--- config.mk ---
export PLATFORM = sky130hd
export DESIGN_NAME = adpcm_nibble_pair_decoder
export DESIGN_NICKNAME = d
export VERILOG_FILES = /design/src/adpcm_pkg.sv /design/src/adpcm_ctrl.sv /design/src/adpcm_dp.sv /design/src/adpcm_nibble_pair_decoder.sv
export SDC_FILE = /design/constraint.sdc
export NUM_CORES = 1
export LEC_CHECK = 0
export BUFFER_PORTS_ARGS = -buffer_cell sky130_fd_sc_hd__buf_2
export CAP_MARGIN = 25
export CORE_UTILIZATION = 60
export CTS_CLUSTER_DIAMETER = 120
export DETAILED_ROUTE_END_ITERATION = 16
export PLACE_DENSITY = 0.78
export RECOVER_POWER = 100
export SLEW_MARGIN = 10
export SYNTH_ARGS = -nofsm -noshare
export SYNTH_HDL_FRONTEND = slang
export SYNTH_SLANG_ARGS = --single-unit
--- constraint.sdc ---
create_clock -name clk_i -period 11.63 [get_ports clk_i]
set_clock_uncertainty 0.05 [all_clocks]
set_input_delay 1.7445 -clock clk_i [delete_from_list [all_inputs] [get_ports clk_i]]
set_output_delay 1.7445 -clock clk_i [all_outputs]
set_load 0.01 [all_outputs]
--- src/adpcm_pkg.sv ---
`default_nettype none

package adpcm_pkg;

  // field widths
  localparam int unsigned SampleW  = 16;
  localparam int unsigned StepW    = 15;
  localparam int unsigned DivisorW = 10;
  localparam int unsigned ScaleW   = 10;

  // one quotient bit per cycle over the sample magnitude
  localparam int unsigned DivSteps = SampleW;
  localparam int unsigned DivCntW  = $clog2(DivSteps);

  // state limits and reset values
  localparam logic [StepW-1:0]    StepMin      = 15'd127;
  localparam logic [StepW-1:0]    StepMax      = 15'd24576;
  localparam logic [SampleW-1:0]  SigMax       = 16'h7fff;
  localparam logic [SampleW-1:0]  SigMin       = 16'h8000;
  localparam logic [DivisorW-1:0] DivisorReset = 10'd10;

  // input transaction
  typedef struct packed {
    logic                      restart;
    logic [7:0]                code_byte;
    logic                      mix_enable;
    logic signed [SampleW-1:0] mix_first;
    logic signed [SampleW-1:0] mix_second;
  } in_item_t;

  // output transaction
  typedef struct packed {
    logic signed [SampleW-1:0] sample_first;
    logic signed [SampleW-1:0] sample_second;
  } out_item_t;

  // controller to datapath commands
  typedef struct packed {
    logic load_in;
    logic nib_hi;
    logic nib_lo;
    logic div_load;
    logic div_step;
    logic load_out;
  } dp_cmd_t;

  // step multiplier picked by the low three code bits
  function automatic logic [ScaleW-1:0] scale_of(input logic [2:0] code);
    logic [ScaleW-1:0] s;
    case (code)
      3'd4:    s = 10'h133;
      3'd5:    s = 10'h199;
      3'd6:    s = 10'h200;
      3'd7:    s = 10'h266;
      default: s = 10'h0e6;
    endcase
    return s;
  endfunction

endpackage

`default_nettype wire

--- src/adpcm_ctrl.sv ---
`default_nettype none

module adpcm_ctrl import adpcm_pkg::*; (
  input  wire logic clk_i,
  input  wire logic rst_ni,
  input  wire logic in_valid_i,
  output logic      in_stall_o,
  output logic      out_valid_o,
  input  wire logic out_stall_i,
  output dp_cmd_t   cmd_o
);

  typedef enum logic [2:0] {
    IDLE,
    NIB_HI,
    NIB_LO,
    DIV_LOAD,
    DIV_RUN,
    WRITE
  } state_e;

  state_e              state_q;
  logic [DivCntW-1:0]  cnt_q;
  logic                out_valid_q;
  logic                out_free;

  // output register can take a new result
  assign out_free = !out_valid_q || !out_stall_i;

  assign in_stall_o  = (state_q != IDLE);
  assign out_valid_o = out_valid_q;

  // commands decoded from state
  always_comb begin
    cmd_o          = '0;
    cmd_o.load_in  = (state_q == IDLE) && in_valid_i;
    cmd_o.nib_hi   = (state_q == NIB_HI);
    cmd_o.nib_lo   = (state_q == NIB_LO);
    cmd_o.div_load = (state_q == DIV_LOAD);
    cmd_o.div_step = (state_q == DIV_RUN);
    cmd_o.load_out = (state_q == WRITE) && out_free;
  end

  // sequencer and output valid
  always_ff @(posedge clk_i or negedge rst_ni) begin
    if (!rst_ni) begin
      state_q     <= IDLE;
      cnt_q       <= '0;
      out_valid_q <= 1'b0;
    end else begin
      // a new result fills the register, a taken result leaves it
      if ((state_q == WRITE) && out_free) begin
        out_valid_q <= 1'b1;
      end else if (!out_stall_i) begin
        out_valid_q <= 1'b0;
      end
      case (state_q)
        IDLE: begin
          if (in_valid_i) state_q <= NIB_HI;
        end
        NIB_HI: begin
          state_q <= NIB_LO;
        end
        NIB_LO: begin
          state_q <= DIV_LOAD;
        end
        DIV_LOAD: begin
          cnt_q   <= '0;
          state_q <= DIV_RUN;
        end
        DIV_RUN: begin
          cnt_q <= cnt_q + 1'b1;
          if (cnt_q == DivCntW'(DivSteps - 1)) state_q <= WRITE;
        end
        WRITE: begin
          if (out_free) state_q <= IDLE;
        end
        default: begin
          state_q <= IDLE;
        end
      endcase
    end
  end

endmodule

`default_nettype wire

--- src/adpcm_dp.sv ---
`default_nettype none

module adpcm_dp import adpcm_pkg::*; (
  input  wire logic                clk_i,
  input  wire logic                rst_ni,
  input  wire dp_cmd_t             cmd_i,
  input  wire in_item_t            in_data_i,
  input  wire logic                cfg_we_i,
  input  wire logic [DivisorW-1:0] cfg_data_i,
  output out_item_t                out_data_o
);

  // configuration and decoder state
  logic [DivisorW-1:0] divisor_q;
  logic [SampleW-1:0]  sig_q, sig_d;
  logic [StepW-1:0]    step_q, step_d;
  logic [SampleW-1:0]  lvl_hi_q;

  // captured transaction
  in_item_t            item_q;

  // divider lanes: dividend shifts into quotient, remainder below divisor
  logic [SampleW-1:0]  quo_q [2];
  logic [DivisorW-1:0] rem_q [2];
  logic                neg_q [2];
  logic [SampleW-1:0]  lane_val [2];

  out_item_t           out_q;

  // nibble update
  logic [3:0]          nib;
  logic [SampleW-1:0]  base_sig;
  logic [StepW-1:0]    base_step;
  logic [3:0]          dmag;
  logic [StepW+3:0]    dprod;
  logic [SampleW-1:0]  delta;
  logic [SampleW+1:0]  sum_u;
  logic signed [SampleW+1:0] sum_s;
  logic [StepW+ScaleW-1:0]   sprod;
  logic [StepW+1:0]    st;
  logic [DivisorW-1:0] div_eff;

  assign nib       = cmd_i.nib_hi ? item_q.code_byte[7:4] : item_q.code_byte[3:0];
  assign base_sig  = (cmd_i.nib_hi && item_q.restart) ? '0 : sig_q;
  assign base_step = (cmd_i.nib_hi && item_q.restart) ? StepMin : step_q;
  assign dmag      = {nib[2:0], 1'b1};
  assign dprod     = (StepW+4)'(base_step) * (StepW+4)'(dmag);
  assign delta     = dprod[StepW+3:3];
  assign sum_u     = nib[3] ? {{2{base_sig[SampleW-1]}}, base_sig} - {2'b00, delta}
                            : {{2{base_sig[SampleW-1]}}, base_sig} + {2'b00, delta};
  assign sum_s     = $signed(sum_u);
  assign sprod     = (StepW+ScaleW)'(base_step) * (StepW+ScaleW)'(scale_of(nib[2:0]));
  assign st        = sprod[StepW+ScaleW-1:8];

  // signal clamp
  always_comb begin
    if (sum_s > $signed({2'b00, SigMax})) begin
      sig_d = SigMax;
    end else if (sum_s < $signed({2'b11, SigMin})) begin
      sig_d = SigMin;
    end else begin
      sig_d = sum_u[SampleW-1:0];
    end
  end

  // step clamp
  always_comb begin
    if (st > {2'b00, StepMax}) begin
      step_d = StepMax;
    end else if (st < {2'b00, StepMin}) begin
      step_d = StepMin;
    end else begin
      step_d = st[StepW-1:0];
    end
  end

  assign div_eff = (divisor_q == '0) ? DivisorW'(1) : divisor_q;

  // control state with reset
  always_ff @(posedge clk_i or negedge rst_ni) begin
    if (!rst_ni) begin
      divisor_q <= DivisorReset;
      sig_q     <= '0;
      step_q    <= StepMin;
    end else begin
      if (cfg_we_i) divisor_q <= cfg_data_i;
      if (cmd_i.nib_hi || cmd_i.nib_lo) begin
        sig_q  <= sig_d;
        step_q <= step_d;
      end
    end
  end

  // transaction capture and first level
  always_ff @(posedge clk_i) begin
    if (cmd_i.load_in) item_q <= in_data_i;
    if (cmd_i.nib_hi) lvl_hi_q <= sig_d;
  end

  // two restoring divider lanes
  for (genvar l = 0; l < 2; l++) begin : g_lane
    logic [SampleW-1:0]  lvl;
    logic [SampleW-1:0]  mag;
    logic [DivisorW:0]   trial;
    logic                fits;
    logic [SampleW-1:0]  res;
    logic [SampleW-1:0]  mixin;

    assign lvl   = (l == 0) ? lvl_hi_q : sig_q;
    assign mag   = lvl[SampleW-1] ? (~lvl + 1'b1) : lvl;
    assign trial = {rem_q[l], quo_q[l][SampleW-1]};
    assign fits  = trial >= {1'b0, div_eff};
    assign res   = neg_q[l] ? (~quo_q[l] + 1'b1) : quo_q[l];
    assign mixin = (l == 0) ? item_q.mix_first : item_q.mix_second;

    always_ff @(posedge clk_i) begin
      if (cmd_i.div_load) begin
        quo_q[l] <= mag;
        rem_q[l] <= '0;
        neg_q[l] <= lvl[SampleW-1];
      end else if (cmd_i.div_step) begin
        quo_q[l] <= {quo_q[l][SampleW-2:0], fits};
        rem_q[l] <= fits ? DivisorW'(trial - {1'b0, div_eff}) : trial[DivisorW-1:0];
      end
    end

    // scaled sample or wrapped mix sum
    assign lane_val[l] = item_q.mix_enable ? (mixin + res) : res;
  end

  // output register
  always_ff @(posedge clk_i) begin
    if (cmd_i.load_out) begin
      out_q.sample_first  <= lane_val[0];
      out_q.sample_second <= lane_val[1];
    end
  end

  assign out_data_o = out_q;

endmodule

`default_nettype wire

--- src/adpcm_nibble_pair_decoder.sv ---
// ADPCM nibble-pair decoder.
// Input channel (in_valid_i / in_stall_o, payload in_data_i): one code byte with
// restart flag, mix enable and two mix values. The high nibble is decoded first,
// then the low nibble; each decoded level is divided by the volume divisor
// (truncating toward zero) and optionally added onto its mix value, wrapping.
// Output channel (out_valid_o / out_stall_i, payload out_data_o): one result
// per input transaction, the two samples together.
// Config channel (cfg_valid_i / cfg_ready_o, cfg_data_i): the volume divisor,
// always ready; write it only while the block is idle. Zero acts as one.
// Steps from input accept: the high nibble, then the low nibble, then a divider
// load, then the two parallel one-bit-per-cycle restoring dividers, then the
// write into the output register. A new transaction is accepted only after
// the previous one has been written into the output register.
// Reset: signal level 0, step 127, divisor 10, output empty.
// Receiver stall: the result holds in the output register; the next item is
// still accepted and decoded, and waits before its output write until the
// register is taken.
`default_nettype none

module adpcm_nibble_pair_decoder import adpcm_pkg::*; (
  input  wire logic                clk_i,
  input  wire logic                rst_ni,
  input  wire logic                in_valid_i,
  output logic                     in_stall_o,
  input  wire in_item_t            in_data_i,
  output logic                     out_valid_o,
  input  wire logic                out_stall_i,
  output out_item_t                out_data_o,
  input  wire logic                cfg_valid_i,
  output logic                     cfg_ready_o,
  input  wire logic [DivisorW-1:0] cfg_data_i
);

  dp_cmd_t cmd;

  assign cfg_ready_o = 1'b1;

  // sequencer
  adpcm_ctrl u_ctrl (
    .clk_i       (clk_i),
    .rst_ni      (rst_ni),
    .in_valid_i  (in_valid_i),
    .in_stall_o  (in_stall_o),
    .out_valid_o (out_valid_o),
    .out_stall_i (out_stall_i),
    .cmd_o       (cmd)
  );

  // decoder, dividers and output register
  adpcm_dp u_dp (
    .clk_i      (clk_i),
    .rst_ni     (rst_ni),
    .cmd_i      (cmd),
    .in_data_i  (in_data_i),
    .cfg_we_i   (cfg_valid_i && cfg_ready_o),
    .cfg_data_i (cfg_data_i),
    .out_data_o (out_data_o)
  );

endmodule

`default_nettype wire

# Word level (Yosys, flattened, before mapping)
# Memories as Yosys holds them, arrays and structs flattened.
# Cells that the tools add are included.
[op_classes]
add_sub_neg = 11
mul = 2
order_cmp = 6
n_eq_ne = 14
n_mux = 34
bitwise = 8
reduce_logical = 12
[ops]
columns = ["operator", "n"]
rows = [
  ["16-bit 2-to-1 mux", 11],
  ["16-bit by 1-bit adder with 16-bit output (second input constant)", 4],
  ["16-bit inverter", 4],
  ["10-bit 2-to-1 mux", 5],
  ["15-bit 2-to-1 mux", 3],
  ["10-bit case mux with 4 select lines", 1],
  ["16-bit adder", 2],
  ["15-bit by 10-bit multiplier with 25-bit output", 1],
  ["11-bit by 10-bit >= comparator with 1-bit output", 2],
  ["10-bit subtractor", 2],
  ["15-bit by 4-bit multiplier with 19-bit output", 1],
  ["16-bit by 17-bit adder with 18-bit output", 1],
  ["3-bit == test (second input constant)", 6],
  ["18-bit by 16-bit > comparator with 1-bit output (second input constant)", 1],
  ["18-bit by 16-bit < comparator with 1-bit output (second input constant)", 1],
  ["18-bit 2-to-1 mux", 1],
  ["3-bit case mux with 6 select lines", 1],
  ["16-bit by 17-bit subtractor with 18-bit output", 1],
  ["17-bit by 15-bit > comparator with 1-bit output (second input constant)", 1],
  ["17-bit by 7-bit < comparator with 1-bit output (second input constant)", 1],
  ["10-bit logical NOT", 1],
  ["3-bit 2-to-1 mux", 3],
  ["4-bit case mux with 2 select lines", 1],
  ["1-bit 2-to-1 mux", 7],
  ["other kinds (15)", 25],
]
[totals]
regBits = 139
ram_bits = 54
inputBits = 57
out_inout_bits = 35
elab_cells = 104
memories = 3
[mem_list]
columns = ["memory", "words", "word_bits", "read_ports", "rd_clocked_by_memory_dff", "wr", "line_no", "rtl"]
rows = [
  ["u_dp.quo_q", 2, 16, 2, 0, 2, "adpcm_dp.sv:23", "logic [SampleW-1:0] quo_q [2];"],
  ["u_dp.rem_q", 2, 10, 2, 0, 2, "adpcm_dp.sv:24", "logic [DivisorW-1:0] rem_q [2];"],
  ["u_dp.neg_q", 2, 1, 2, 0, 2, "adpcm_dp.sv:25", "logic neg_q [2];"],
]

# Longest topological paths before layout
[depth]
depth_word = 9
mapped_depth = 34
mapped_depth_nobuf = 31

# Cells and area by module
# From an unflattened synthesis, not the netlist that was laid out.
[unflattened]
cells_unflattened = 1941
area_unflattened_um2 = 18353.9
[by_module_without_submodules]
columns = ["module", "instances", "cells_each", "area_per_inst_um2", "seq_area_each_um2"]
rows = [
  ["adpcm_dp", 1, 1901, 17932.2, 5361.4],
  ["adpcm_ctrl", 1, 38, 410.4, 200.2],
  ["adpcm_nibble_pair_decoder", 1, 2, 11.3, 0.0],
]

# Least setup slack after synthesis
# No wires, ideal clock.
[synth_path]
kind = "register to register"
from = "register u_ctrl.state_q[1]"
to = "register u_dp.lvl_hi_q[3] (netlist: u_dp.g_lane[0].lvl[3]), data pin"
setup_ns = 0.131
arrival_ns = 7.987
slack_ns = 3.462
stages_incl_launch_ff = 32
synth_period_minus_slack_ns = 8.168
cell_sequence = "dfrtp_1 > nor3b_2 > buf_6 > mux2i_1 > clkbuf_1 > clkbuf_1 > nor2_1 > fa_1 > inv_1 > fa_1 > inv_1 > fa_1 > a21o_1 > a22oi_1 > a21boi_1 > o41ai_1 > xnor2_1 > or4b_4 > o21ai_0 > xor2_1 > ha_1 > a21o_1 > a21oi_1 > a31oi_1 > or4_1 > o311a_1 > or4_4 > mux2i_4 > nor3_2 > buf_6 > a211o_1 > nand2_1"
[synth_between]
elab_chain_cells = 9
[synth_lines]
columns = ["item", "line_no", "rtl"]
rows = [
  ["start: declaration", "adpcm_ctrl.sv:22", "state_e state_q;"],
  ["start signal: assignment", "adpcm_ctrl.sv:47", "state_q <= IDLE;"],
  ["start signal: assignment", "adpcm_ctrl.sv:59", "if (in_valid_i) state_q <= NIB_HI;"],
  ["start signal: assignment", "adpcm_ctrl.sv:62", "state_q <= NIB_LO;"],
  ["3-bit by 1-bit == test with 1-bit output (*)", "adpcm_ctrl.sv:37", "cmd_o.nib_hi = (state_q == NIB_HI);"],
  ["1-bit logical AND", "adpcm_dp.sv:44, adpcm_dp.sv:45", ""],
  ["15-bit 2-to-1 mux", "adpcm_dp.sv:45", "assign base_step = (cmd_i.nib_hi && item_q.restart) ? StepMin : step_q;"],
  ["15-bit by 4-bit multiplier with 19-bit output", "adpcm_dp.sv:47", "assign dprod = (StepW+4)'(base_step) * (StepW+4)'(dmag);"],
  ["16-bit by 17-bit adder with 18-bit output or 16-bit by 17-bit subtractor with 18-bit output (tied branches)", "adpcm_dp.sv:50, adpcm_dp.sv:49", ""],
  ["18-bit 2-to-1 mux (*)", "adpcm_dp.sv:49", "assign sum_u = nib[3] ? {{2{base_sig[SampleW-1]}}, base_sig} - {2'b00, delta}"],
  ["18-bit by 16-bit < comparator with 1-bit output", "adpcm_dp.sv:59", "end else if (sum_s < $signed({2'b11, SigMin})) begin"],
  ["16-bit 2-to-1 mux", "adpcm_dp.sv:59", ""],
  ["16-bit 2-to-1 mux (*)", "adpcm_dp.sv:57", "if (sum_s > $signed({2'b00, SigMax})) begin"],
  ["net u_dp.sig_d[3]", "adpcm_dp.sv:15", "logic [SampleW-1:0] sig_q, sig_d;"],
  ["end signal: assignment", "adpcm_dp.sv:97", "if (cmd_i.nib_hi) lvl_hi_q <= sig_d;"],
  ["end: declaration", "adpcm_dp.sv:17", "logic [SampleW-1:0] lvl_hi_q;"],
]
# The timed path passes the listed nets; every way through them passes the cells marked *.
# A chain may end at the register's enable or synchronous reset.

# Worst setup path in the final report
[layout_path]
from = "register u_ctrl.state_q[0]"
to = "register u_dp.sig_q[9] (netlist: u_dp.g_lane[1].lvl[9])"
[layout_between]
elab_chain_cells = 9
[layout_lines]
columns = ["item", "line_no", "rtl"]
rows = [
  ["3-bit by 1-bit == test with 1-bit output (*)", "adpcm_ctrl.sv:37", ""],
  ["1-bit logical AND", "adpcm_dp.sv:44, adpcm_dp.sv:45", ""],
  ["15-bit 2-to-1 mux", "adpcm_dp.sv:45", ""],
  ["15-bit by 4-bit multiplier with 19-bit output", "adpcm_dp.sv:47", ""],
  ["16-bit by 17-bit adder with 18-bit output or 16-bit by 17-bit subtractor with 18-bit output (tied branches)", "adpcm_dp.sv:50, adpcm_dp.sv:49", ""],
  ["18-bit 2-to-1 mux (*)", "adpcm_dp.sv:49", ""],
  ["18-bit by 16-bit < comparator with 1-bit output", "adpcm_dp.sv:59", ""],
  ["16-bit 2-to-1 mux", "adpcm_dp.sv:59", ""],
  ["16-bit 2-to-1 mux (*)", "adpcm_dp.sv:57", ""],
  ["net u_dp.sig_d[9]", "adpcm_dp.sv:15", ""],
  ["end signal: assignment", "adpcm_dp.sv:88", "sig_q <= sig_d;"],
  ["end: declaration", "adpcm_dp.sv:15", ""],
]
# Marked as above.

==> impl_metrics.csv <==
group,metric,value,unit
setup_path,worst_setup_path_end_kind,"register",
placed_design,pre_cts_ws,2.41,ns
timing,relSlewSlack,-100,%
synthesis,synth_cells,1931,
placed_design,dp_hpwl,33200,um
clock_tree,clockBufferDepth,2,
global_routing,grt_max_degree,66,
synthesis,synth_common_cells,"nor2_1 (204), inv_1 (193), nand2_1 (191)",
finish,drive_gt1_share,7.06,%
synthesis,syn_area_per_cell,9.35,sq um
placed_design,dpl_cell_area,18900,sq um
finish,diodes,0,
synthesis,synth.yosys.seq_area_share,30.8,%
setup_path,cpLargestDelayFamily,"simple AND/OR/NAND/NOR gates",
route,ant_nets,0,
timing,hold_viol,0,
timing,worstMarginPinSlew,3.01,ns
placed_design,place_congestion,0.939,
synthesis,synth_most_common_cell,"nor2_1",
synthesis,async_reset_ff_share,25.4,%
floorplanning,die_w,175,um
timing,rsz0062_at_grt,"no",
clock_tree,cts_resized,0,
clock_tree,cts_tree,"done",
clock_tree,postCtsSetupBuffers,0,
synthesis,netlist_top_cells_area,"edfxtp_1 (24%), fa_1 (15%), ha_1 (11%)",
global_routing,grt.overflow.total,0,
synthesis,synthDistinctLibCells,85,
timing,finalSetupTns,0,ns
min_path,hp-class,"register to register",
setup_path,critPathKind,"register to register",
route,wl_per_cell,17.7,um
floorplanning,initial_core_util,60.9,%
setup_path,cpPeakStageDelay,1.05,ns
finish,final_nets,2340,
finish,utilization,65.5,%
floorplanning,die-area,30800,sq um
synthesis,yosys.area.top_type,"edfxtp_1",
finish,syn_to_final_growth,7.51,%
timing,min_period_over_period,86.3,%
route,drt_iter0_drc,1134,
global_routing,grtUsageTotal,28.7,%
timing,post-route-min-period,10.04,ns
run_status,violations,"DRC, capacitance limit, slew limit",
clock_tree,clkTransAtPathRegs,0.09,ns
timing,setup_viol,0,
synthesis,synth_top_cell_area_share,24.0,%
setup_path,required,11.92,ns
run,maxCapViolations,7,
global_routing,grt_pass1_wl,70200,um
synthesis,synth_flop_cell,"edfxtp_1",
synthesis,synth_seq_cells,193,
global_routing,antenna_found_initial,0,
floorplanning,num_io_pins,92,
clock_tree,clk_latency,0.46,ns
setup_path,cp_num_buf_inv,4,
setup_path,critPathMaxFanout,19,
floorplanning,rows,63,
floorplanning,die_y,175,um
synthesis,synth_edf_count,144,
synthesis,synth_fp_nets,2272,
global_routing,grt_pass1_vias,14500,
timing,setup_ws,1.59,ns
timing,max_freq,99.6,MHz
clock_tree,cts_buffers,17,
clock_tree,cts.sinks,193,
timing,report.final.slew_viol_count,275,
route,vias,14400,
setup_path,worst_setup_path_start_kind,"register",
floorplanning,core_area,29600,sq um
placed_design,io_buffers,90,
route,drc,2,
route,drt-pass1-iter-count,13,
run_status,outcome,"finished with violations",
setup_path,slowest_stage,"nor3b_1",
clock_tree,htreeDepth,4,
clock_tree,cts_hold_buf,0,
synthesis,netlist_area,18100,sq um
route,wirelength,42600,um
route,post_drt_via_cell_ratio,5.98,
synthesis,yosysWarnings,0,
setup_path,cp.arrival,10.33,ns
finish,stdcell_area,19400,sq um
clock_tree,cts-root-buf,"clkbuf_16",
-- final timing paths --
kind / from / endpoint / slack [ns] / depth (start not counted)
setup / recovery: u_ctrl.state_q[0]$_DFFE_PN0P_ / u_dp.g_lane[1].lvl[9]$_DFFE_PN0P_ / 1.59 / 31
hold / removal: u_dp.step_q[5]$_DFFE_PN1P_ / u_dp.step_q[5]$_DFFE_PN1P_ / 0.44 / 2
setup reg to reg: u_ctrl.state_q[0]$_DFFE_PN0P_ / u_dp.g_lane[1].lvl[9]$_DFFE_PN0P_ / 1.59 / 31
hold reg to reg: u_dp.step_q[5]$_DFFE_PN1P_ / u_dp.step_q[5]$_DFFE_PN1P_ / 0.44 / 2
max in group asynchronous: rst_ni / u_dp.g_lane[1].lvl[15]$_DFFE_PN0P_ / 7.49 / 2
min in group asynchronous: rst_ni / u_dp.divisor_q[5]$_DFFE_PN0P_ / 2.29 / 2
-- per-stage QoR --
step / hold slack [ns] / std cells
5_1_grt: 0.443 / 2402
3_5_place_dp: 0.424 / 2368
4_1_cts: 0.437 / 2400
2_1_floorplan: 0.398 / 1931
6_report: 0.436 / 2402
3_3_place_gp: 0.416 / 2364
-- state kept, by name (all words and copies together) (netlist names), 2 cells and up --
signal	cells
u_dp.g_lane.lvl	32
u_dp.step_q	15
u_dp.item_q	10
u_dp.divisor_q	10
u_dp.g_lane.mixin	32
u_dp.quo_q	32
u_dp.out_data_o	32
u_ctrl.state_q	3
u_dp.rem_q	20
u_dp.neg_q	2
u_ctrl.cnt_q	4
-- tightest hold or removal path, stage by stage, from the launching register on --
cell and delay [ns]:
dfstp_2 0.38, nand2_1 0.04, o21ai_0 0.07
-- cells in the final DEF (no fill, tap or decap), drive strengths merged, types with 6 or more instances in the layout --
cell type	n
a21boi	12
nor2	204
fa	132
xor2	60
a211oi	11
or2	11
inv	203
nand2	191
a21oi	98
dfrtp	40
and2	19
edfxtp	144
clkinv	6
o31a	9
nand4	10
nand2b	19
nor4	8
or3	24
nor2b	14
o21ai	157
o21bai	11
o21a	12
mux2i	10
o31ai	20
nor3b	9
clkbuf	70
a31oi	12
dfstp	9
xnor2	71
or4	10
nand3	49
ha	152
a211o	12
mux2	21
o211ai	7
a21o	18
buf	56
nor3	31
-- logic make-up after synthesis --
family / Yosys count / synth area share, %
compound gates: 421 / 14.5
xor+xnor: 131 / 6.35
fa+ha+maj: 284 / 25.2
buf+inv: 254 / 5.41
flops: 193 / 30.8
mux: 31 / 1.93
other cells: 1 / 0.0208
simple gates: 616 / 15.8
-- final cells by class --
type,instances,area [sq um]
Clock buffer,17,425
Inverter,194,728
Multi-Input combinational cell,1484,11500
Sequential cell,193,5560
Fill cell,2412,10200
Tap cell,390,488
Clock inverter,15,200
Timing Repair Buffer,109,495
-- per-layer routing --
layer  track usage (%)  up-vias  wire length (um)
li1                  -     6840                 -
met1              36.6     6885             17700
met2              48.9      539             20700
met3              4.07      103              2650
met4              12.6        0              1520
met5                 0        -                 0
Power is left out: the tool's default activity adds up to more than one toggle a clock period on the data nets, which glitch-free logic cannot reach.
